[config.mk]
export PLATFORM = sky130hd
export DESIGN_NAME = vgb_front_flat
export DESIGN_NICKNAME = d
export VERILOG_FILES = /design/src/rtl/vgb_pkg.sv /design/src/rtl/vgb_if.sv /design/src/rtl/vgb_front.sv /design/src/flat_wrapper.sv
export SDC_FILE = /design/constraint.sdc
export NUM_CORES = 1
export LEC_CHECK = 0
export ABC_AREA = 0
export BUFFER_PORTS_ARGS = -buffer_cell sky130_fd_sc_hd__buf_2
export CAP_MARGIN = 25
export CORE_MARGIN = 2
export CORE_UTILIZATION = 42
export DETAILED_ROUTE_END_ITERATION = 6
export PLACE_DENSITY_LB_ADDON = 0.1
export SLEW_MARGIN = 20
export SYNTH_ARGS = -nofsm -noshare
export SYNTH_HDL_FRONTEND = slang
export SYNTH_SLANG_ARGS = --single-unit
[constraint.sdc]
create_clock -name clock -period 4.1 [get_ports clock]
set_clock_uncertainty 0.15 [all_clocks]
set_input_delay 0 -clock clock [delete_from_list [all_inputs] [get_ports clock]]
set_output_delay 0 -clock clock [all_outputs]
set_load 0.1 [all_outputs]
[src/rtl/vgb_pkg.sv]
// ----------------------------------------------------------------------------
// vgb_pkg
// Shared types and constants of the velocity grid binning block.
// ----------------------------------------------------------------------------
package vgb_pkg;

   // operation codes carried on the request channel
   typedef enum logic [1:0] {
      OP_CLEAR     = 2'd0,
      OP_DEPOSIT   = 2'd1,
      OP_NORMALIZE = 2'd2,
      OP_QUERY     = 2'd3
   } op_type;

   // response status codes
   localparam logic [1:0] STAT_OK      = 2'd0;
   localparam logic [1:0] STAT_OUTSIDE = 2'd1;
   localparam logic [1:0] STAT_FULL    = 2'd2;

   // grid size register
   localparam int          GSIZE_W     = 7;
   localparam logic [6:0]  GSIZE_RESET = 7'd64;

   // cell word: {sum_vx, sum_vy, count}
   localparam int           SUM_W      = 32;
   localparam int           CNT_W      = 16;
   localparam int           WORD_W     = 2 * SUM_W + CNT_W;
   localparam logic [15:0]  COUNT_FULL = 16'hFFFF;

   // classified command, address travels beside it
   typedef struct packed {
      op_type      op;
      logic        on_grid;
      logic        interior;
      logic [15:0] vel_x;
      logic [15:0] vel_y;
   } cmd_type;

   // back end sequencer states
   typedef enum logic [3:0] {
      BK_INIT,
      BK_IDLE,
      BK_DEP,
      BK_CLR,
      BK_NRM_RD,
      BK_NRM_CHK,
      BK_NRM_DIV,
      BK_QRY,
      BK_QCALC,
      BK_RESP
   } state_type;

endpackage

[src/rtl/vgb_if.sv]
// ----------------------------------------------------------------------------
// vgb_if
// Channel interfaces: request, response and register write.
// ----------------------------------------------------------------------------
interface vgb_req_if;
   logic               valid;
   logic               ready;
   logic [1:0]         opcode;
   logic signed [15:0] pos_x;
   logic signed [15:0] pos_y;
   logic signed [15:0] vel_x;
   logic signed [15:0] vel_y;

   modport source (output valid, opcode, pos_x, pos_y, vel_x, vel_y, input ready);
   modport sink   (input valid, opcode, pos_x, pos_y, vel_x, vel_y, output ready);
endinterface


interface vgb_csr_if;
   logic       valid;
   logic       ready;
   logic [6:0] data;

   modport source (output valid, data, input ready);
   modport sink   (input valid, data, output ready);
endinterface

[src/rtl/vgb_front.sv]
// ----------------------------------------------------------------------------
// vgb_front
// Accepts requests, holds the grid size register, bins the position into a
// cell address and classifies it (on grid, interior) for the back end.
// ----------------------------------------------------------------------------
module vgb_front #(
   parameter int GRID_MAX = 64
) (
   input  logic                                   clock,
   input  logic                                   reset,
   vgb_req_if.sink                                req,
   vgb_csr_if.sink                                csr,
   input  logic                                   init_busy,
   input  logic                                   q_ready,
   output logic                                   q_push,
   output vgb_pkg::cmd_type                       q_cmd,
   output logic [$clog2(GRID_MAX*GRID_MAX)-1:0]   q_addr
);
   import vgb_pkg::*;

   localparam int CW = $clog2(GRID_MAX);
   localparam int AW = $clog2(GRID_MAX * GRID_MAX);

   logic [GSIZE_W-1:0] grid_size_ff, grid_size_in;
   logic [8:0]         nsz;
   logic [7:0]         cx, cy;
   logic               x_ok, y_ok, x_in, y_in;
   logic               x_int, y_int;
   logic [CW-1:0]      gx, gy;

   // register write, always ready
   assign csr.ready    = 1'b1;
   assign grid_size_in = (csr.valid) ? csr.data : grid_size_ff;

   always_ff @(posedge clock) begin
      if (reset) begin
         grid_size_ff <= GSIZE_RESET;
      end else begin
         grid_size_ff <= grid_size_in;
      end
   end

   // size in use, clamped to the grid storage
   assign nsz = (9'(grid_size_ff) > 9'(GRID_MAX)) ? 9'(GRID_MAX) : 9'(grid_size_ff);

   // truncate toward zero: (-1,0) lands in cell 0, anything lower is outside
   assign cx   = req.pos_x[15] ? 8'd0 : {1'b0, req.pos_x[14:8]};
   assign cy   = req.pos_y[15] ? 8'd0 : {1'b0, req.pos_y[14:8]};
   assign x_ok = !req.pos_x[15] || ((req.pos_x[15:8] == 8'hFF) && (req.pos_x[7:0] != 8'h00));
   assign y_ok = !req.pos_y[15] || ((req.pos_y[15:8] == 8'hFF) && (req.pos_y[7:0] != 8'h00));
   assign x_in = x_ok && (9'(cx) < nsz);
   assign y_in = y_ok && (9'(cy) < nsz);

   // interior cells have all four neighbors inside the grid
   assign x_int = (cx != 8'd0) && ((9'(cx) + 9'd1) < nsz);
   assign y_int = (cy != 8'd0) && ((9'(cy) + 9'd1) < nsz);

   assign gx = CW'(cx);
   assign gy = CW'(cy);

   // hand the classified command to the queue
   assign req.ready      = q_ready && !init_busy;
   assign q_push         = req.valid && req.ready;
   assign q_cmd.op       = op_type'(req.opcode);
   assign q_cmd.on_grid  = x_in && y_in;
   assign q_cmd.interior = x_int && y_int;
   assign q_cmd.vel_x    = req.vel_x;
   assign q_cmd.vel_y    = req.vel_y;
   assign q_addr         = AW'(gy) * AW'(GRID_MAX) + AW'(gx);
endmodule

[src/flat_wrapper.sv]
// flat-port wrapper written by rule: the top's interface ports become plain ports
module vgb_front_flat import vgb_pkg::*;
#(
   parameter int GRID_MAX = 64
)
  (clock, reset, init_busy, q_ready, q_push, q_cmd, q_addr, req_valid, req_opcode, req_pos_x, req_pos_y, req_vel_x, req_vel_y, req_ready, csr_valid, csr_data, csr_ready);
  vgb_req_if req_i ();
  vgb_csr_if csr_i ();
  input  logic clock;
  input  logic reset;
  input  logic init_busy;
  input  logic q_ready;
  output logic q_push;
  output vgb_pkg::cmd_type q_cmd;
  output logic [$clog2(GRID_MAX*GRID_MAX)-1:0] q_addr;
  input wire logic [$bits(req_i.valid)-1:0] req_valid;
  input wire logic [$bits(req_i.opcode)-1:0] req_opcode;
  input wire logic [$bits(req_i.pos_x)-1:0] req_pos_x;
  input wire logic [$bits(req_i.pos_y)-1:0] req_pos_y;
  input wire logic [$bits(req_i.vel_x)-1:0] req_vel_x;
  input wire logic [$bits(req_i.vel_y)-1:0] req_vel_y;
  output wire logic [$bits(req_i.ready)-1:0] req_ready;
  input wire logic [$bits(csr_i.valid)-1:0] csr_valid;
  input wire logic [$bits(csr_i.data)-1:0] csr_data;
  output wire logic [$bits(csr_i.ready)-1:0] csr_ready;
  assign req_i.valid = req_valid;
  assign req_i.opcode = req_opcode;
  assign req_i.pos_x = req_pos_x;
  assign req_i.pos_y = req_pos_y;
  assign req_i.vel_x = req_vel_x;
  assign req_i.vel_y = req_vel_y;
  assign req_ready = req_i.ready;
  assign csr_i.valid = csr_valid;
  assign csr_i.data = csr_data;
  assign csr_ready = csr_i.ready;
  vgb_front #(.GRID_MAX(GRID_MAX)) u_core (.clock(clock), .reset(reset), .req(req_i), .csr(csr_i), .init_busy(init_busy), .q_ready(q_ready), .q_push(q_push), .q_cmd(q_cmd), .q_addr(q_addr));
endmodule
==> results of run 1 <==
report_power, final:
part	switching, W	total (W)	leakage (nW)	internal, W
clock network	0.0000238	0.0000608	0.0150	0.0000370
logic	0.000282	0.000379	1.02	0.0000977
registers	0.00000347	0.0000759	0.0579	0.0000724
cells by family (layout without fill, tap and decap cells):
group | Yosys count | in the layout | synth area share
AND/OR/NAND/NOR | 66 | 66 | 0.254
buffers and inverters | 48 | 124 | 0.207
AO/OA/AOI/OAI | 29 | 29 | 0.130
adder cells (fa/ha/maj) | 26 | 26 | 0.215
XOR/XNOR | 10 | 10 | 0.0580
flip-flops | 7 | 7 | 0.0928
multiplexers | 6 | 6 | 0.0398
other | 1 | 1 | 0.00248
Yosys cell counts (all sizes together) (2+ instances only):
| library cell | instances | area, um^2 |
|---|---|---|
| a21oi | 6 | 33.8 |
| mux2i | 6 | 60.1 |
| ha | 26 | 325 |
| nand2b | 3 | 18.8 |
| xor2 | 6 | 52.6 |
| nand2 | 12 | 45.0 |
| and2b | 4 | 30.0 |
| and3 | 5 | 41.3 |
| xnor2 | 4 | 35.0 |
| nor4 | 4 | 31.3 |
| nor2 | 11 | 41.3 |
| nand3 | 4 | 20.0 |
| nor3 | 2 | 10.0 |
| inv | 11 | 41.3 |
| nand4 | 3 | 18.8 |
| a21o | 2 | 15.0 |
| nor2b | 10 | 62.6 |
| o211ai | 2 | 15.0 |
| o21ai | 9 | 45.0 |
| a211oi | 3 | 27.5 |
| dfxtp | 7 | 140 |
| buf | 36 | 268 |
| or4 | 4 | 30.0 |
cell type report:
type	count	area, um^2
sequential	7	140
fill	297	1260
clock buffer	4	26.3
timing repair buffer	109	791
tap	46	57.6
multi-input combinational	138	1070
inverter	11	41.3
stage by stage:
step           utilization  cells  total power [W]
3_3_place_gp         0.475    262         0.000283
5_1_grt              0.628    315         0.000546
6_report             0.628    315         0.000516
3_5_place_dp         0.475    262         0.000288
2_1_floorplan            -    193         0.000391
4_1_cts              0.628    315         0.000520
worst max-delay path: cells and delay by family:
kind / cells / cell delay (ns)
buffers and inverters: 3 / 0.70
AO/OA/AOI/OAI: 4 / 0.79
AND/OR/NAND/NOR: 4 / 0.79
XOR/XNOR: 1 / 0.14
adder cells (fa/ha/maj): 2 / 0.49
final timing paths:
path                                            start                             endpoint  slack [ns]  depth (start not counted)
setup / recovery                        req_pos_x[15]                            q_cmd[32]        1.03                         14
hold / removal                              init_busy                            req_ready        0.26                          3
setup reg to reg  u_core.grid_size_ff[6]$_SDFFE_PP1P_  u_core.grid_size_ff[6]$_SDFFE_PP1P_        2.55                          3
hold reg to reg   u_core.grid_size_ff[3]$_SDFFE_PP0P_  u_core.grid_size_ff[3]$_SDFFE_PP0P_        0.89                          3
per-layer routing:
metal	global-route usage	vias up
met5	0	-
met3	0.0123	4
met2	0.436	71
li1	-	797
met1	0.204	723
met4	0.0571	0
what timing repair did:
action | CTS | global route
hold buffers | 49 | 0
hold endpoints to repair | 41 | 0
resized for setup | 0 | 0
==> results.yml, run 1 <==
detailed_routing:
  vias: 1595
  wl_met2_mm: 2.45
  viasPerCell: 5.06
  drt_iter0_drc: 36
  wl_met3_um: 236
  drc: 0
  wl_per_cell_um: 13.5
  antenna_left: 0
  dr.pass1.iters: 4
  dr.max_layer_used: "met4"
  wl_met1_mm: 1.54
  drt-total-wl_mm: 4.25
logic_synthesis:
  syn_nets: 298
  synthArstFlopShare: 0
  yosys_warnings: 0
  yosysUniqueCellTypes: 42
  synth_seq_area_share: 0.0928
  syn_area_per_cell_um2: 7.82
  synthCells: 193
  synth-edff-count: 0
  synthFlopType: "dfxtp_1"
  syn_area_um2: 1510
  ys_ff_latch: 7
setup_path:
  crit_chain: "buf_2, or2b_1, inv_1, ha_1, and3_1, nand3_1, xnor2_1, ha_1, a211o_1, a21oi_2, o21ai_1, a311o_1, nor4_4, buf_2"
  startpoint_type: "input pin"
  slowest_delay_ns: 0.46
  cp_max_fo: 10
  crit_required_ns: 3.95
  slowest_stage: "buf_2"
  arrival_ns: 2.92
  end_kind: "primary output"
  criticalPathCategory: "in -> out"
run:
  maxCapViolCount: 0
grt:
  antenna_found_initial: 0
  grt_overflow_total: 0
  grt_pass1_vias: 1607
  grtUsageTotal: 0.204
  grt_first_pass_wirelength_mm: 6.77
  grt_max_degree: 14
clock_network:
  cts_buffers: 3
  cts-root-buf: "clkbuf_4"
  cts_tree: "built"
  htreeDepth: 1
  post_cts_buffers: 0
  clock_latency_ns: 0.25
  clock-sinks: 7
  clockBufferDepth: 2
timing:
  rsz0062_at_grt: "no"
  slew_headroom: 0.334
  max_clock_freq_ghz: 0.326
  final.setup.tns_ns: 0
  layout_min_cycle_time_ns: 3.07
  final.period_utilization: 0.748
  drv_slew: 0
  final-hold-violation-count: 0
  worstMarginPinSlew_ns: 0.995
  setup_slack_ns: 1.03
  setup_violations: 0
  whs_ns: 0.261
final_layout:
  largest_reg_flops: 7
  syn_to_final_growth_pct: 40.9
  diodes: 0
  final_cell_mix: "buf_2 (60), dlygate4sd3_1 (49), ha_1 (26)"
  regMostFlops: "u_core.grid_size_ff"
  drive_above_1_share: 0.257
  final_common_cell: "buf_2"
  nets: 375
  stdcell_area_um2: 2130
  top_regs: "u_core.grid_size_ff: 7 flops"
placement:
  port_buffers: 60
  post_dp_cell_area_um2: 1610
  gp_congestion: 0.823
  dp_hpwl_mm: 3.25
  place_ws_ns: 1.05
floorplanning:
  die_width_um: 64.0
  core_area_um2: 3390
  ios: 130
  dieArea_um2: 4090
  chipHeight_um: 64.0
  start_util: 0.446
  placementRows: 21
power_and_ir_drop:
  p_per_area_nw_per_um2: 242
  leakage_nw: 1.09
  ir_drop_mv: 0.181
status:
  status: "complete, no violations"
worst_hold_path:
  min_path_type: "in -> out"
Power figures use the tool's default switching activity.
==> run 2: changes to the inputs <==
Settings changed: ABC_AREA 0 to 1, CORE_UTILIZATION 42 to 40.
Clock period 4.1 ns to 2.92 ns, I/O delays scaled along.
==> results.yml, run 2 <==
status:
  status: "finished, violations left"
  violations: "hold timing"
clock_network:
  clock-sinks: 7
  htreeDepth: 1
  post_cts_buffers: 0
  clock_latency_ns: 0.23
  cts_tree: "built"
  cts-root-buf: "clkbuf_8"
  clockBufferDepth: 2
  clkSlewWorstSetupHoldPaths_ns: 0.04
  cts_buffers: 3
  cts_hold_buf: 47
  cts_resized: 0
final_layout:
  multi_input_area_um2: 1040
  n_fill_cell: 388
  finish.utilization: 0.601
  regMostFlops: "u_core.grid_size_ff"
  final_cell_mix: "buf_2 (59), nand2_1 (53), dlygate4sd3_1 (47)"
  syn_to_final_growth_pct: 42.0
  seq_area_um2: 140
  drive_above_1_share: 0.217
  final_common_cell: "buf_2"
  largest_reg_flops: 7
  nets: 438
  diodes: 0
  top_regs: "u_core.grid_size_ff: 7 flops"
timing:
  slew_headroom: 0.333
  max_clock_freq_ghz: 0.387
  worstMarginPinSlew_ns: 0.997
  final-hold-violation-count: 1
  final.period_utilization: 0.885
  layout_min_cycle_time_ns: 2.58
  rsz0062_at_grt: "no"
  drv_slew: 0
  whs_ns: -0.00704
  setup_slack_ns: 0.336
  setup_violations: 0
worst_hold_path:
  min_to: "u_core.grid_size_ff[4]$_SDFFE_PP0P_"
  min-delay-start: "csr_valid"
  min_path_type: "in -> reg"
  hold_depth: 3
grt:
  grtUsageTotal: 0.187
  grt_max_degree: 9
  antenna_found_initial: 0
  grt_first_pass_wirelength_mm: 6.57
  grt_overflow_total: 0
  grt_pass1_vias: 1627
detailed_routing:
  drt-total-wl_mm: 4.19
  drt_iter0_drc: 30
  vias: 1748
  wl_per_cell_um: 11.0
  viasPerCell: 4.60
  dr.pass1.iters: 4
  drc: 0
  antenna_left: 0
floorplanning:
  dieArea_um2: 4450
  ios: 130
  start_util: 0.423
  core_area_um2: 3720
  chipHeight_um: 66.7
  die_width_um: 66.7
  placementRows: 22
setup_path:
  crit_required_ns: 2.77
  ff2ff_setup_slack_ns: 1.52
  rr_endpoint: "u_core.grid_size_ff[6]$_SDFFE_PP1P_"
  startpoint: "u_core.grid_size_ff[4]$_SDFFE_PP0P_"
  startpoint_type: "flop"
  cp_max_fo: 7
  arrival_ns: 2.43
  end_kind: "primary output"
  r2r-start: "u_core.grid_size_ff[6]$_SDFFE_PP1P_"
  r2r_cells: 3
  criticalPathCategory: "reg -> out"
logic_synthesis:
  synthCells: 255
  syn_nets: 360
  ys_ff_latch: 7
  synth-compound-area-share: 0.0796
  yosys.area_share.simple: 0.314
  synthArstFlopShare: 0
  yosys_warnings: 0
  synthAdderAreaFrac: 0.207
  synth_mux_area_frac: 0
  syn_area_per_cell_um2: 6.16
  synth_top_area_frac: 0.207
  synth-edff-count: 0
  synthFlopType: "dfxtp_1"
  yosysTopAreaCell: "ha_1"
  yosysUniqueCellTypes: 22
  synth_seq_area_share: 0.0892
  synth_top_family_by_area: "simple AND/OR/NAND/NOR gates"
  synth_xor_area_frac: 0.0446
  synthTopCellsByCount: "nand2_1 (53), inv_1 (39), buf_4 (35)"
  yosys.cell_count.top_type: "nand2_1"
  synth_area_leaders: "ha_1 (21%), buf_4 (17%), nand2_1 (13%)"
  syn_area_um2: 1570
power_and_ir_drop:
  ir_drop_mv: 0.296
  leakage_nw: 1.26
  power_w: 0.000826
  p_per_area_nw_per_um2: 370
placement:
  port_buffers: 60
  place_ws_ns: 0.383
  gp_congestion: 0.834
  dp_hpwl_mm: 3.27
run:
  maxCapViolCount: 0
==> run 2: cell types whose count changed after synthesis, sizes merged, moves of 4 or more <==
cell,before,now
a21oi,6,12
and2b,4,0
and3,5,0
inv,11,40
mux2i,6,0
nand2,12,53
nand3,4,15
nor2,11,28
nor2b,10,0
nor3,2,6
or4,4,0
==> run 2: how the worst max path moves through the flow <==
| stage | endpoint | depth (start not counted) |
|---|---|---|
| after floorplan | q_cmd[32] | 15 |
| after global placement | q_cmd[32] | 17 |
| after global routing | q_cmd[33] | 12 |
| after CTS | q_cmd[33] | 12 |
| final | q_cmd[33] | 12 |
| after detailed placement | q_cmd[32] | 17 |
==> run 2: stage by stage <==
step	setup TNS, ns	instance area (um^2)	instances	hold WS [ns]
after CTS	0	2230	380	0.0101
after global placement	0	1720	329	-0.149
final	0	2230	380	-0.00704
after floorplan	-0.131	1600	255	-0.0503
after detailed placement	0	1720	329	-0.149
after global routing	0	2230	380	0.0506
==> run 2: cell families (layout without fill, tap and decap cells) <==
family                   Yosys count  count (layout)
XOR/XNOR                           8               8
AND/OR/NAND/NOR                  114             114
flip-flops                         7               7
buffers and inverters             75             152
AO/OA/AOI/OAI                     24              24
other                              1               1
adder cells (fa/ha/maj)           26              26
==> run 2: where the power goes <==
group	internal (W)	switching, W
Combinational	0.000150	0.000431
Sequential	0.000103	0.00000608
Clock	0.0000944	0.0000417
Total	0.000347	0.000479
==> run 2: layout make-up <==
class,count,area share
Multi-Input combinational cell,173,0.467
Timing Repair Buffer,108,0.355
Inverter,40,0.0673
Sequential cell,7,0.0628
Tap cell,48,0.0269
Clock buffer,4,0.0202
==> run 2: worst max-delay path, cell delays in order, from the launching register on <==
cell and delay (ns):
dfxtp_1 0.32, nor2_1 0.11, nand3_1 0.08, nand2_1 0.16, nand2_1 0.11, buf_4 0.16, ha_1 0.28, a21oi_1 0.15
o21ai_0 0.09, nand3_1 0.07, nand4_1 0.12, nor2_2 0.12, buf_2 0.43
==> run 2: metal layers <==
layer | vias to the layer above | part of all wire | track usage
li1 | 936 | - | -
met1 | 740 | 0.41 | 0.216
met2 | 69 | 0.53 | 0.373
met3 | 3 | 0.054 | 0.00507
met4 | 0 | 0.0091 | 0.0459
met5 | - | 0 | 0
