File: src/rtl/vgb_fifo.sv
// ----------------------------------------------------------------------------
// vgb_fifo
// Two-entry command queue between the front and back ends.
// ----------------------------------------------------------------------------
module vgb_fifo #(
   parameter int WIDTH = 8
) (
   input  logic             clock,
   input  logic             reset,
   input  logic             push,
   input  logic [WIDTH-1:0] push_data,
   output logic             in_ready,
   input  logic             pop,
   output logic             out_valid,
   output logic [WIDTH-1:0] out_data
);
   logic [WIDTH-1:0] mem_ff [2];
   logic             wr_ptr_ff, wr_ptr_in;
   logic             rd_ptr_ff, rd_ptr_in;
   logic [1:0]       cnt_ff, cnt_in;
   logic             do_push, do_pop;

   assign in_ready  = (cnt_ff != 2'd2);
   assign out_valid = (cnt_ff != 2'd0);
   assign out_data  = mem_ff[rd_ptr_ff];
   assign do_push   = push && in_ready;
   assign do_pop    = pop && out_valid;

   // pointer and fill update
   always_comb begin
      wr_ptr_in = do_push ? !wr_ptr_ff : wr_ptr_ff;
      rd_ptr_in = do_pop ? !rd_ptr_ff : rd_ptr_ff;
      cnt_in    = cnt_ff;
      if (do_push && !do_pop) begin
         cnt_in = cnt_ff + 2'd1;
      end else if (do_pop && !do_push) begin
         cnt_in = cnt_ff - 2'd1;
      end
   end

   always_ff @(posedge clock) begin
      if (reset) begin
         wr_ptr_ff <= 1'b0;
         rd_ptr_ff <= 1'b0;
         cnt_ff    <= 2'd0;
      end else begin
         wr_ptr_ff <= wr_ptr_in;
         rd_ptr_ff <= rd_ptr_in;
         cnt_ff    <= cnt_in;
      end
   end

   always_ff @(posedge clock) begin
      if (do_push) begin
         mem_ff[wr_ptr_ff] <= push_data;
      end
   end
endmodule

File: config.mk
export PLATFORM = sky130hd
export DESIGN_NAME = vgb_fifo
export DESIGN_NICKNAME = d
export VERILOG_FILES = /design/src/rtl/vgb_fifo.sv
export SDC_FILE = /design/constraint.sdc
export NUM_CORES = 1
export LEC_CHECK = 0
export BUFFER_PORTS_ARGS = -buffer_cell sky130_fd_sc_hd__buf_4
export CORE_ASPECT_RATIO = 0.8
export CORE_MARGIN = 4
export CORE_UTILIZATION = 44
export CTS_CLUSTER_DIAMETER = 60
export CTS_CLUSTER_SIZE = 24
export DETAILED_ROUTE_END_ITERATION = 6
export PLACE_DENSITY = 0.72
export SLEW_MARGIN = 10
export SYNTH_ARGS = -nofsm -noshare
export SYNTH_HDL_FRONTEND = slang
export SYNTH_SLANG_ARGS = --single-unit
export TNS_END_PERCENT = 30
File: constraint.sdc
create_clock -name clock -period 1.6 [get_ports clock]
set_input_delay 0.32 -clock clock [delete_from_list [all_inputs] [get_ports clock]]
set_output_delay 0.32 -clock clock [all_outputs]
set_load 0.02 [all_outputs]
==> results, run 1 <==
- The die covers 2580 um2.
- The detail route stage leaves a number of antenna-violating nets equal to 0.
- Clock tree synthesis inserted a total of 3 buffers.
- The DRC marker count from the first detailed-route iteration is 8.
- The die height is 46.3 um.
- The via count of the first global-routing pass was 463.
- The setup path with the least slack is of type flip-flop to output pin.
- The analysis attributes to cell leakage a power of 0.410 nW.
- The routed design has 1190 um of wire.
- The initial utilization of the core area, before any placement, comes to 0.481.
- Of the post-synthesis cell area, the dominant cell type holds 0.596.
- The run finished with clean final reports.
- For this run, global-route usage on met3 was measured as 0.0560.
- The placed instances occupy a cell area of 993 um2.
- The number of buffers on the longest clock path is 2.
- The maximum fanout count along the critical path is 8.
- Of the total synthesized cell area, the portion taken by AND, OR, NAND and NOR gates is 0.0714.
- The maximum number of pins on one net before global-route repair is 13.
- The number of pins exceeding their max-slew limit in the final report is 0.
- The average detailed-routed wire length per instance is 12.4 um.
- The number of nets in the layout is 88.
- The main combinational cell family by area after synthesis is multiplexers.
- The global-route wire length before repair is 1910 um.
- The top cell types in the final layout, fill and taps aside, are buf_4, edfxtp_1, mux2_2.
- The worst hold path passes through 2 cells.
- The cell type with the highest aggregate area in the netlist is edfxtp_1.
- After routing the design area is 1040 um2.
- The initial antenna violation count is 0.
- Yosys attributes the largest share of cell area to edfxtp_1, dfxtp_1, mux2_2.
- STA classifies the critical path endpoint as an output pin.
- Of the total synthesized cell area, the portion taken by full adders, half adders and majority gates is 0.0155.
- For this run the aggregate overflow at the end of global routing stands at 0.
- The number of DRC violations after detailed routing is 0.
- Detailed placement ended at an HPWL of 923 um.
- Clock-pin slew was measured on the worst setup and hold paths at 100 ps.
- The share of the synthesized area in compound gates (AO/OA/AOI/OAI) came to 0.0373.
- The last weighted congestion value of the routability-driven placer is 0.655.
- The transition time at the pin with the least slew margin is 358 ps.
- The met2 capacity usage during global routing is 0.203.
- The synthesized area is 806 um2.
- The final cell count without fillers is 96.
- Of the total synthesized cell area, the portion taken by XOR and XNOR cells is 0.0326.
- The number of placed instances, taps included is 92.
- At the later pin of the worst-skew pair, clock insertion delay measures 290 ps.
- In the post-route analysis, the smallest setup slack over all paths is 59.1 ps.
- In this run the tightest slew margin relative to its limit is 0.762.
- The count of standard-cell rows is 13.
- Setup repair after global routing could not meet its margin everywhere.
- Setup violations remaining at the end of the flow were counted as 0.
- The layer flagged by global routing as most heavily used is met2.
- The core box area is 1680 um2.
- The post-synth net total is 62.
- 0 antenna diodes ended up in the layout.
- Data arrives at the worst endpoint at 1220 ps.
- The count of state elements after synthesis is 21.
- The worst slack at placement is 28.4 ps.
- The power density normalized to cell area is 1540 nW/um2.
- During synthesis, Yosys emitted a total of 0 warnings.
- In the finished design, the share of the clock period the worst path needs comes to 0.963.
- Across the routed clock network, the largest skew measured is 1.85 ps.
- The vias per cell is 4.79.
- Measured against the total synthesized area, the mux share comes to 0.112.
- CTS saw 21 sinks.
- CTS placed an instance of clkbuf_4 at the clock tree root.
- The maximum clock frequency is 649 MHz.
- TritonCTS built the clock tree.
- The fraction of layout cells with a size suffix above 1 is 0.554.
- From synthesis to final layout, the design area changed by 29.0%.
- In the global route stage, overall resource usage came out at 0.106.
- After synthesis, the mean cell area works out to 16.4 um2.
- The hold violation total from the final report is 0.
- The count of hold buffers inserted by post-cts repair is 0.
- Port buffering added 21 buffers.
- In the global route stage, met1 resource usage came out at 0.0919.
- The worst hold path class is primary input to flip-flop.
- Synthesis instantiated 17 different standard cells from the library.
- The worst path required time is 1280 ps.
- STA classifies the critical path startpoint as a flip-flop.
- For the worst flop-to-flop path, the logic depth is 5.
- The setup slack of the most critical reg-to-reg path is 100 ps.
- The I/O pin total is 22.
- Detailed routing inserted a total of 460 vias.
- The routed design could run at a clock period as short as 1540 ps.
- The peak supply drop is 0.945 mV.
- The first detailed-routing pass ran for 3 iterations.
- The number of levels in the clock H-tree is 1.
- The library cell used most frequently in the layout, excluding fill and tap cells, is buf_4.
- The sequential-to-total area share from yosys stat is 0.720.
- The die is 55.8 um wide.
- The cell count after synthesis is 49.
- The count of max-cap constraint violations is 0.
[power by group]
| part | total [mW] | internal, mW | switching [mW] |
|---|---|---|---|
| sequential | 0.776 | 0.703 | 0.0731 |
| clock | 0.229 | 0.0929 | 0.136 |
| combinational | 0.596 | 0.309 | 0.287 |
| total | 1.60 | 1.10 | 0.496 |
[per-stage QoR]
step	TNS (ps)	hold slack, ps	power [mW]	utilization
after CTS	0	197	1.60	0.612
final	0	204	1.60	0.621
after detailed placement	0	493	1.36	0.593
after floorplan	0	389	1.14	-
after global placement	0	480	1.34	0.593
after global routing	-21.8	167	1.72	0.621
[worst paths after layout]
path / end / start
max: out_data[4] / flip-flop
min: cnt_ff[1] / reset
max reg2reg: cnt_ff[1] / cnt_ff[0]
min reg2reg: cnt_ff[1] / cnt_ff[1]
[kinds of logic (layout without fill, tap and decap cells)]
family	after synthesis	after routing
and+or+nand+nor	9	9
AOI/OAI and AO/OA	5	5
buffers and inverters	2	27
DFF	21	21
muxes	8	8
xor gates and xnor gates	3	3
adders and majority gates	1	1
[repair_timing]
item                                   in CTS  in global routing
endpoints found under the hold margin       0                  0
buffers inserted                            0                  0
resized for setup                           4                  2
setup endpoints to repair                   9                  5
[flip-flops by register name (all words and copies together), names as in the netlist, named ones only]
| register | flops |
|---|---|
| mem_ff | 16 |
| rd_ptr_ff | 1 |
| cnt_ff | 2 |
| wr_ptr_ff | 1 |
[per-layer routing]
metal / wire (um) / share of wire / up-vias
met2: 630 / 0.53 / 13
met4: 17 / 0.014 / 0
met3: 83 / 0.070 / 2
met5: 0 / 0 / -
met1: 456 / 0.38 / 215
li1: - / - / 230
[final cells by class]
type,instances,area (um2)
inverters,1,3.75
multi-input cells,26,229
flip-flops and latches,21,587
fillers,125,636
clock buffers,3,22.5
repair buffers,22,165
clock inverters,1,5.00
well taps,22,27.5
[cell usage after synthesis, drive strengths merged]
cell and instances:
and2 1, nand2b 1, mux2 8, inv 1
buf 1, a21oi 2, nor2 3, or2 1
o21ai 2, dfxtp 5, nand3b 1, ha 1
or3 1, a21bo 1, edfxtp 16, and3 1
xor2 3
[worst max-delay path: stages (launching register included)]
cell and delay [ps]:
dfxtp_4 420, mux2_2 350, buf_4 160
Power figures use the tool's default switching activity.
==> run 2, diff against run 1 <==
--- a/config.mk
+++ b/config.mk
@@ -8,11 +8,12 @@
 export BUFFER_PORTS_ARGS = -buffer_cell sky130_fd_sc_hd__buf_4
 export CORE_ASPECT_RATIO = 0.8
 export CORE_MARGIN = 4
-export CORE_UTILIZATION = 44
+export CORE_UTILIZATION = 47
+export CTS_BUF_LIST = sky130_fd_sc_hd__clkbuf_4
 export CTS_CLUSTER_DIAMETER = 60
 export CTS_CLUSTER_SIZE = 24
 export DETAILED_ROUTE_END_ITERATION = 6
-export PLACE_DENSITY = 0.72
+export PLACE_DENSITY = 0.76
 export SLEW_MARGIN = 10
 export SYNTH_ARGS = -nofsm -noshare
 export SYNTH_HDL_FRONTEND = slang
==> results, run 2 (same netlist as run 1, synthesis figures left out) <==
- The flow ran to the end, and the final reports show no timing, DRC or antenna violations.
- The number of buffers on the longest clock path is 2 (unchanged).
- The post-detailed-routing wire length is 1140 um (-4.3%).
- The number of antenna-violating nets in the routed design is 0 (unchanged).
- The type of the setup path with the least slack is flip-flop to output pin.
- The buffer type at the clock tree root is clkbuf_4.
- The maximum number of pins on one net before global-route repair is 12 (-1).
- The hold violation total from the final report is 0 (unchanged).
- The reported net switching power was 0.492 mW (-0.79%).
- The via count of the first global-routing pass is 456 (-1.5%).
- The number of buffers inserted by port buffering is 21 (unchanged).
- The DRC marker count from the first detailed-route iteration was 10 (+2).
- The number of DRC violations after detailed routing was 0 (unchanged).
- The internal power consumption came to 1.13 mW (+2.3%).
- Traced cell by cell, the critical path runs through mux2_2 > buf_4.
- The transition time at the pin with the least slew margin is 370 ps (+12.8 ps).
- The count of hold buffers inserted by post-cts repair came to 0 (unchanged).
- The area enclosed by the die boundary is 2440 um2 (-5.4%).
- The final hold slack came to 205 ps (+1.24 ps).
- The leftover overflow at the end of global routing was 0 (unchanged).
- The initial core utilization is 0.495 (+0.0144).
- TritonCTS built the clock tree.
- In the final layout, the registers with the most flip-flops are mem_ff: 16 flops, cnt_ff: 2 flops.
- The final cell count without fillers is 96 (unchanged).
- The fraction of layout cells with a size suffix above 1 is 0.554 (unchanged).
- The vias per cell came to 4.64 (-3.3%).
- The number of gates resized after cts was 3 (-1).
- The core box area is 1630 um2 (-2.9%).
- The count of standard-cell rows was 13 (unchanged).
- The final period demand of the worst path was 1540 ps (+1.56 ps).
- The headroom to the max-slew limit is 0.753 (-0.00854).
- The worst path required time is 1280 ps (about the same).
- The combinational share of power is 0.367 (-0.005).
- The worst setup path is launched from a flip-flop.
- The total setup buffers inserted after CTS came to 0 (unchanged).
- The initial antenna violation count came to 0 (unchanged).
- The ratio of final minimum period to clock period is 0.964 (+0.000976).
- The half-perimeter wire length after detailed placement is 862 um (-6.7%).
- The post-CTS clock slew at the launch and capture registers of the worst setup and hold paths is 100 ps (about the same).
- The all-layer global routing usage was 0.102 (-0.00340).
- The average detailed-routed wire length per instance was 11.8 um (-4.3%).
- The global-route wire length before repair is 1740 um (-9.1%).
- The maximum clock frequency was 648 MHz (-0.10%).
- Setup repair after global routing could not meet its margin everywhere.
- The first-pass detailed-route iteration total is 2 (-1).
- The number of buffers created by CTS is 3 (unchanged).
- The worst setup path is captured at an output pin.
- The power share of the clock group is 0.153 (+0.010).
- The via count of the routed design is 445 (-3.3%).
- The number of levels in the clock H-tree is 1 (unchanged).
- The largest register by flop count is mem_ff.
- The switching part of the total is 0.303 (-0.00662).
- The die height was 45.0 um (-2.7%).
- The number of pins exceeding their max-slew limit in the final report is 0 (unchanged).
- The min-delay analysis places its worst path in the category primary input to flip-flop.
- The largest incremental delay on the critical path was 420 ps (about the same).
- The library cell used most frequently in the layout, excluding fill and tap cells, is buf_4.
- The TritonCTS sink count is 21 (unchanged).
- The flip-flop count of the largest register after layout is 16 (unchanged).
- The power density normalized to cell area is 1550 nW/um2 (+0.77%).
- The setup TNS was 0 ps (unchanged).
- The maximum fanout count along the critical path is 8 (unchanged).
- The peak supply drop was 0.738 mV (-22%).
- In the layout the commonest cells are buf_4, edfxtp_1, mux2_2, clkbuf_4.
- The leakage power summed over all cells was 0.414 nW (+1.0%).
- The last weighted congestion value of the routability-driven placer was 0.626 (-4.4%).
- The final setup skew came to 5.31 ps (+3.46 ps).
- Compared with the post-synthesis result, the final layout area differs by 29.8%.
- The sequential cell fraction of total power is 0.479 (-0.006).
- The number of failing setup endpoints in the final timing report is 0 (unchanged).
- The data arrival at the endpoint of the critical path is 1220 ps (about the same).
- The I/O pin total is 22 (unchanged).
- The number of placed instances, taps included is 92 (unchanged).
- For this design, the slowest cell found on the critical path is dfxtp_4.
- The x dimension of the die is 54.3 um (-2.8%).
- The diode insertion count for antenna repair is 0 (unchanged).
- The count of max-cap constraint violations is 0 (unchanged).
- The number of nets in the layout came to 88 (unchanged).
- The clock network latency to the later pin of the worst-skew pair came to 290 ps (about the same).
-- run 2: worst max-delay path: cells and delay by family (launching register included) --
family,cells,cell delay (ps)
buffers and inverters,1,160
multiplexers,1,350
flip-flops,1,420
-- run 2: per-layer routing --
layer	part of all wire	global-route usage	routed length [um]	vias up
met5	0	0	0	-
met4	0.014	0.0448	16	0
met3	0.068	0.0396	77	2
met2	0.51	0.174	582	15
met1	0.40	0.113	460	199
li1	-	-	-	229
-- run 2: power groups by stage --
stage / Sequential [mW] / Combinational [mW] / Clock (mW)
3_5_place_dp: 0.781 / 0.575 / 0
6_report: 0.777 / 0.596 / 0.249
5_1_grt: 0.793 / 0.651 / 0.296
3_3_place_gp: 0.772 / 0.569 / 0
4_1_cts: 0.777 / 0.577 / 0.265
2_1_floorplan: 0.741 / 0.400 / 0
-- run 2: stage by stage --
stage	total power, mW	setup WS [ps]	util	cell area, um2
2_1_floorplan	1.14	57.9	-	806
3_3_place_gp	1.34	76.6	0.611	993
3_5_place_dp	1.36	32.9	0.611	993
4_1_cts	1.62	24.0	0.632	1030
5_1_grt	1.74	-10.8	0.643	1050
6_report	1.62	57.6	0.643	1050
-- run 2: layout make-up --
cell class | instances | area (um2)
Clock buffer | 4 | 30.0
Fill cell | 118 | 581
Inverter | 1 | 3.75
Multi-Input combinational cell | 26 | 233
Sequential cell | 21 | 587
Tap cell | 22 | 27.5
Timing Repair Buffer | 22 | 165
-- run 2: path summary, 6_finish.rpt --
path / startpoint / endpoint / slack [ps] / cells after the start
min reg2reg: rd_ptr_ff / flip-flop / 510 / 2
max reg2reg: cnt_ff[0] / cnt_ff[1] / 80 / 5
max: flip-flop / out_data[5] / 60 / 2
min: reset / flip-flop / 210 / 2
==> run 3, diff against run 2 <==
--- a/config.mk
+++ b/config.mk
@@ -6,14 +6,14 @@
 export NUM_CORES = 1
 export LEC_CHECK = 0
 export BUFFER_PORTS_ARGS = -buffer_cell sky130_fd_sc_hd__buf_4
-export CORE_ASPECT_RATIO = 0.8
+export CAP_MARGIN = 15
 export CORE_MARGIN = 4
-export CORE_UTILIZATION = 47
+export CORE_UTILIZATION = 56
 export CTS_BUF_LIST = sky130_fd_sc_hd__clkbuf_4
 export CTS_CLUSTER_DIAMETER = 60
 export CTS_CLUSTER_SIZE = 24
 export DETAILED_ROUTE_END_ITERATION = 6
-export PLACE_DENSITY = 0.76
+export PLACE_DENSITY = 0.85
 export SLEW_MARGIN = 10
 export SYNTH_ARGS = -nofsm -noshare
 export SYNTH_HDL_FRONTEND = slang
==> constraint.sdc (replaced) <==
create_clock -name clock -period 1.8 [get_ports clock]
set_input_delay 0.36 -clock clock [delete_from_list [all_inputs] [get_ports clock]]
set_output_delay 0.36 -clock clock [all_outputs]
set_load 0.02 [all_outputs]
==> results, run 3 (same netlist as run 1, synthesis figures left out) <==
- The number of nets in the layout is 87 (-1.1%).
- The initial antenna violation count came to 0 (unchanged).
- The initial core utilization was 0.604 (+0.109).
- The post-route cell area came to 1010 um2 (-3.8%).
- The leftover overflow at the end of global routing came to 0 (unchanged).
- The number of pins exceeding their max-slew limit in the final report is 0 (unchanged).
- The type of element launching the critical path is a flip-flop.
- Setup repair after global routing left no endpoint under its margin.
- The peak supply drop is 1.06 mV (+43%).
- The internal power consumption came to 0.955 mW (-16%).
- In the layout the commonest cells are buf_4, edfxtp_1, mux2_2, dfxtp_1.
- The area enclosed by the die boundary came to 2110 um2 (-14%).
- The final hold slack is 221 ps (+15.9 ps).
- The die height is 45.9 um (+2.0%).
- The count of standard-cell rows is 13 (unchanged).
- The synthesis-to-layout area growth is 24.8%.
- The worst path required time is 2050 ps (+770 ps).
- Timing would allow up to 602 MHz.
- The switching part of the total is 0.336 (+0.0326).
- The data arrival at the endpoint of the critical path is 1910 ps (+690 ps).
- The flow ran to the end, and the final reports show no timing, DRC or antenna violations.
- The count of max-cap constraint violations is 0 (unchanged).
- The first-pass detailed-route iteration total is 4 (+2).
- The hold violation total from the final report is 0 (unchanged).
- In this run the worst hold path is classified as primary input to flip-flop.
- The fraction of layout cells with a size suffix above 1 is 0.507 (-0.0472).
- The core box area is 1330 um2 (-18%).
- The reported net switching power came to 0.483 mW (-1.8%).
- The setup slack of the most critical reg-to-reg path came to 140 ps (+60 ps).
- The number of buffers on the longest clock path was 2 (unchanged).
- The flip-flop count of the largest register after layout came to 16 (unchanged).
- The final core utilization is 0.754 (+0.111).
- The via count of the first global-routing pass is 532 (+17%).
- The power share of the clock group is 0.162 (+0.009).
- The buffer type at the clock tree root is clkbuf_4.
- The final cell count without fillers is 88 (-8.3%).
- The final setup skew was 5.95 ps (+0.640 ps).
- The number of placed instances, taps included is 84 (-8.7%).
- The post-CTS clock slew at the launch and capture registers of the worst setup and hold paths was 120 ps (+20 ps).
- The diode insertion count for antenna repair is 0 (unchanged).
- The number of gates resized after cts was 0 (-3).
- Leaving out fill and tap cells, the most frequent cell in the layout is buf_4.
- The global-route wire length before repair was 2350 um (+35%).
- The leakage power summed over all cells came to 0.404 nW (-2.5%).
- The maximum number of pins on one net before global-route repair is 13 (+1).
- The number of failing setup endpoints in the final timing report came to 0 (unchanged).
- The count of hold buffers inserted by post-cts repair is 0 (unchanged).
- The worst slack at placement came to 162 ps (+129 ps).
- TritonCTS built the clock tree.
- The largest register by flop count is mem_ff.
- The clock network latency to the later pin of the worst-skew pair is 310 ps (+20 ps).
- The number of fillers in the final layout came to 86 (-27%).
- The vias per cell is 5.64 (+22%).
- The DRC marker count from the first detailed-route iteration is 18 (+8).
- The number of buffers created by CTS is 3 (unchanged).
- The via count of the routed design is 496 (+11%).
- The number of buffers inserted by port buffering is 21 (unchanged).
- The combinational share of power is 0.362 (-0.005).
- The setup TNS is 0 ps (unchanged).
- The last weighted congestion value of the routability-driven placer is 0.764 (+22%).
- In the final layout, the registers with the most flip-flops are mem_ff: 16 flops, cnt_ff: 2 flops.
- The x dimension of the die is 45.9 um (-15%).
- The endpoint kind of the worst setup timing path is a flip-flop.
- The ratio of final minimum period to clock period is 0.923.
- The number of antenna-violating nets in the routed design is 0 (unchanged).
- The number of DRC violations after detailed routing is 0 (unchanged).
- The transition time at the pin with the least slew margin is 383 ps (+12.8 ps).
- The all-layer global routing usage came to 0.168 (+0.0659).
- The sequential cell fraction of total power is 0.476 (-0.003).
- The I/O pin total is 22 (unchanged).
- The number of levels in the clock H-tree is 1 (unchanged).
- The overall power of the completed layout is 1.44 mW (-11%).
- The average detailed-routed wire length per instance is 16.8 um (+42%).
- The power density normalized to cell area is 1430 nW/um2 (-7.8%).
- The maximum fanout count along the critical path is 5 (-3).
- The post-detailed-routing wire length was 1480 um (+30%).
- The setup slack after layout was 138 ps (+80.2 ps).
- The instance area after placement is 977 um2 (-1.6%).
- The TritonCTS sink count is 21 (unchanged).
- The final period demand of the worst path is 1660 ps.
- The worst setup path is of the flip-flop to flip-flop kind.
- The total setup buffers inserted after CTS is 0 (unchanged).
- The headroom to the max-slew limit is 0.744 (-0.00857).
## run 3: cell type report
cell class                      instances  area, um2  share of cell area
Clock buffer                            3       22.5              0.0224
Clock inverter                          1       5.00             0.00498
Inverter                                1       3.75             0.00373
Tap cell                               15       18.8              0.0187
Multi-Input combinational cell         26        216               0.215
Timing Repair Buffer                   21        158               0.157
Sequential cell                        21        582               0.578
## run 3: final timing paths
path | from | cells past startpoint | endpoint
worst max-delay path | cnt_ff[0] | 5 | cnt_ff[1]
worst min-delay path | reset | 2 | flip-flop
worst max register to register | cnt_ff[0] | 5 | cnt_ff[1]
worst min register to register | rd_ptr_ff | 2 | flip-flop
## run 3: layer usage
metal,track usage,share of wire,vias to the layer above
li1,-,-,226
met1,0.179,0.39,244
met2,0.291,0.52,21
met3,0.0514,0.074,5
met4,0.0909,0.020,0
met5,0,0,-
## run 3: worst max-delay path, cell delays in order (launching register included)
cell	delay, ps
dfxtp_1	370
nand2b_4	170
and2_1	170
ha_1	340
or3_1	390
a21oi_1	160
## run 3: power groups by stage
stage / Combinational (mW) / Clock (mW) / Sequential, mW
after floorplan: 0.356 / 0 / 0.658
after global placement: 0.493 / 0 / 0.686
after detailed placement: 0.517 / 0 / 0.693
after CTS: 0.526 / 0.232 / 0.683
after global routing: 0.558 / 0.261 / 0.699
final: 0.521 / 0.233 / 0.684
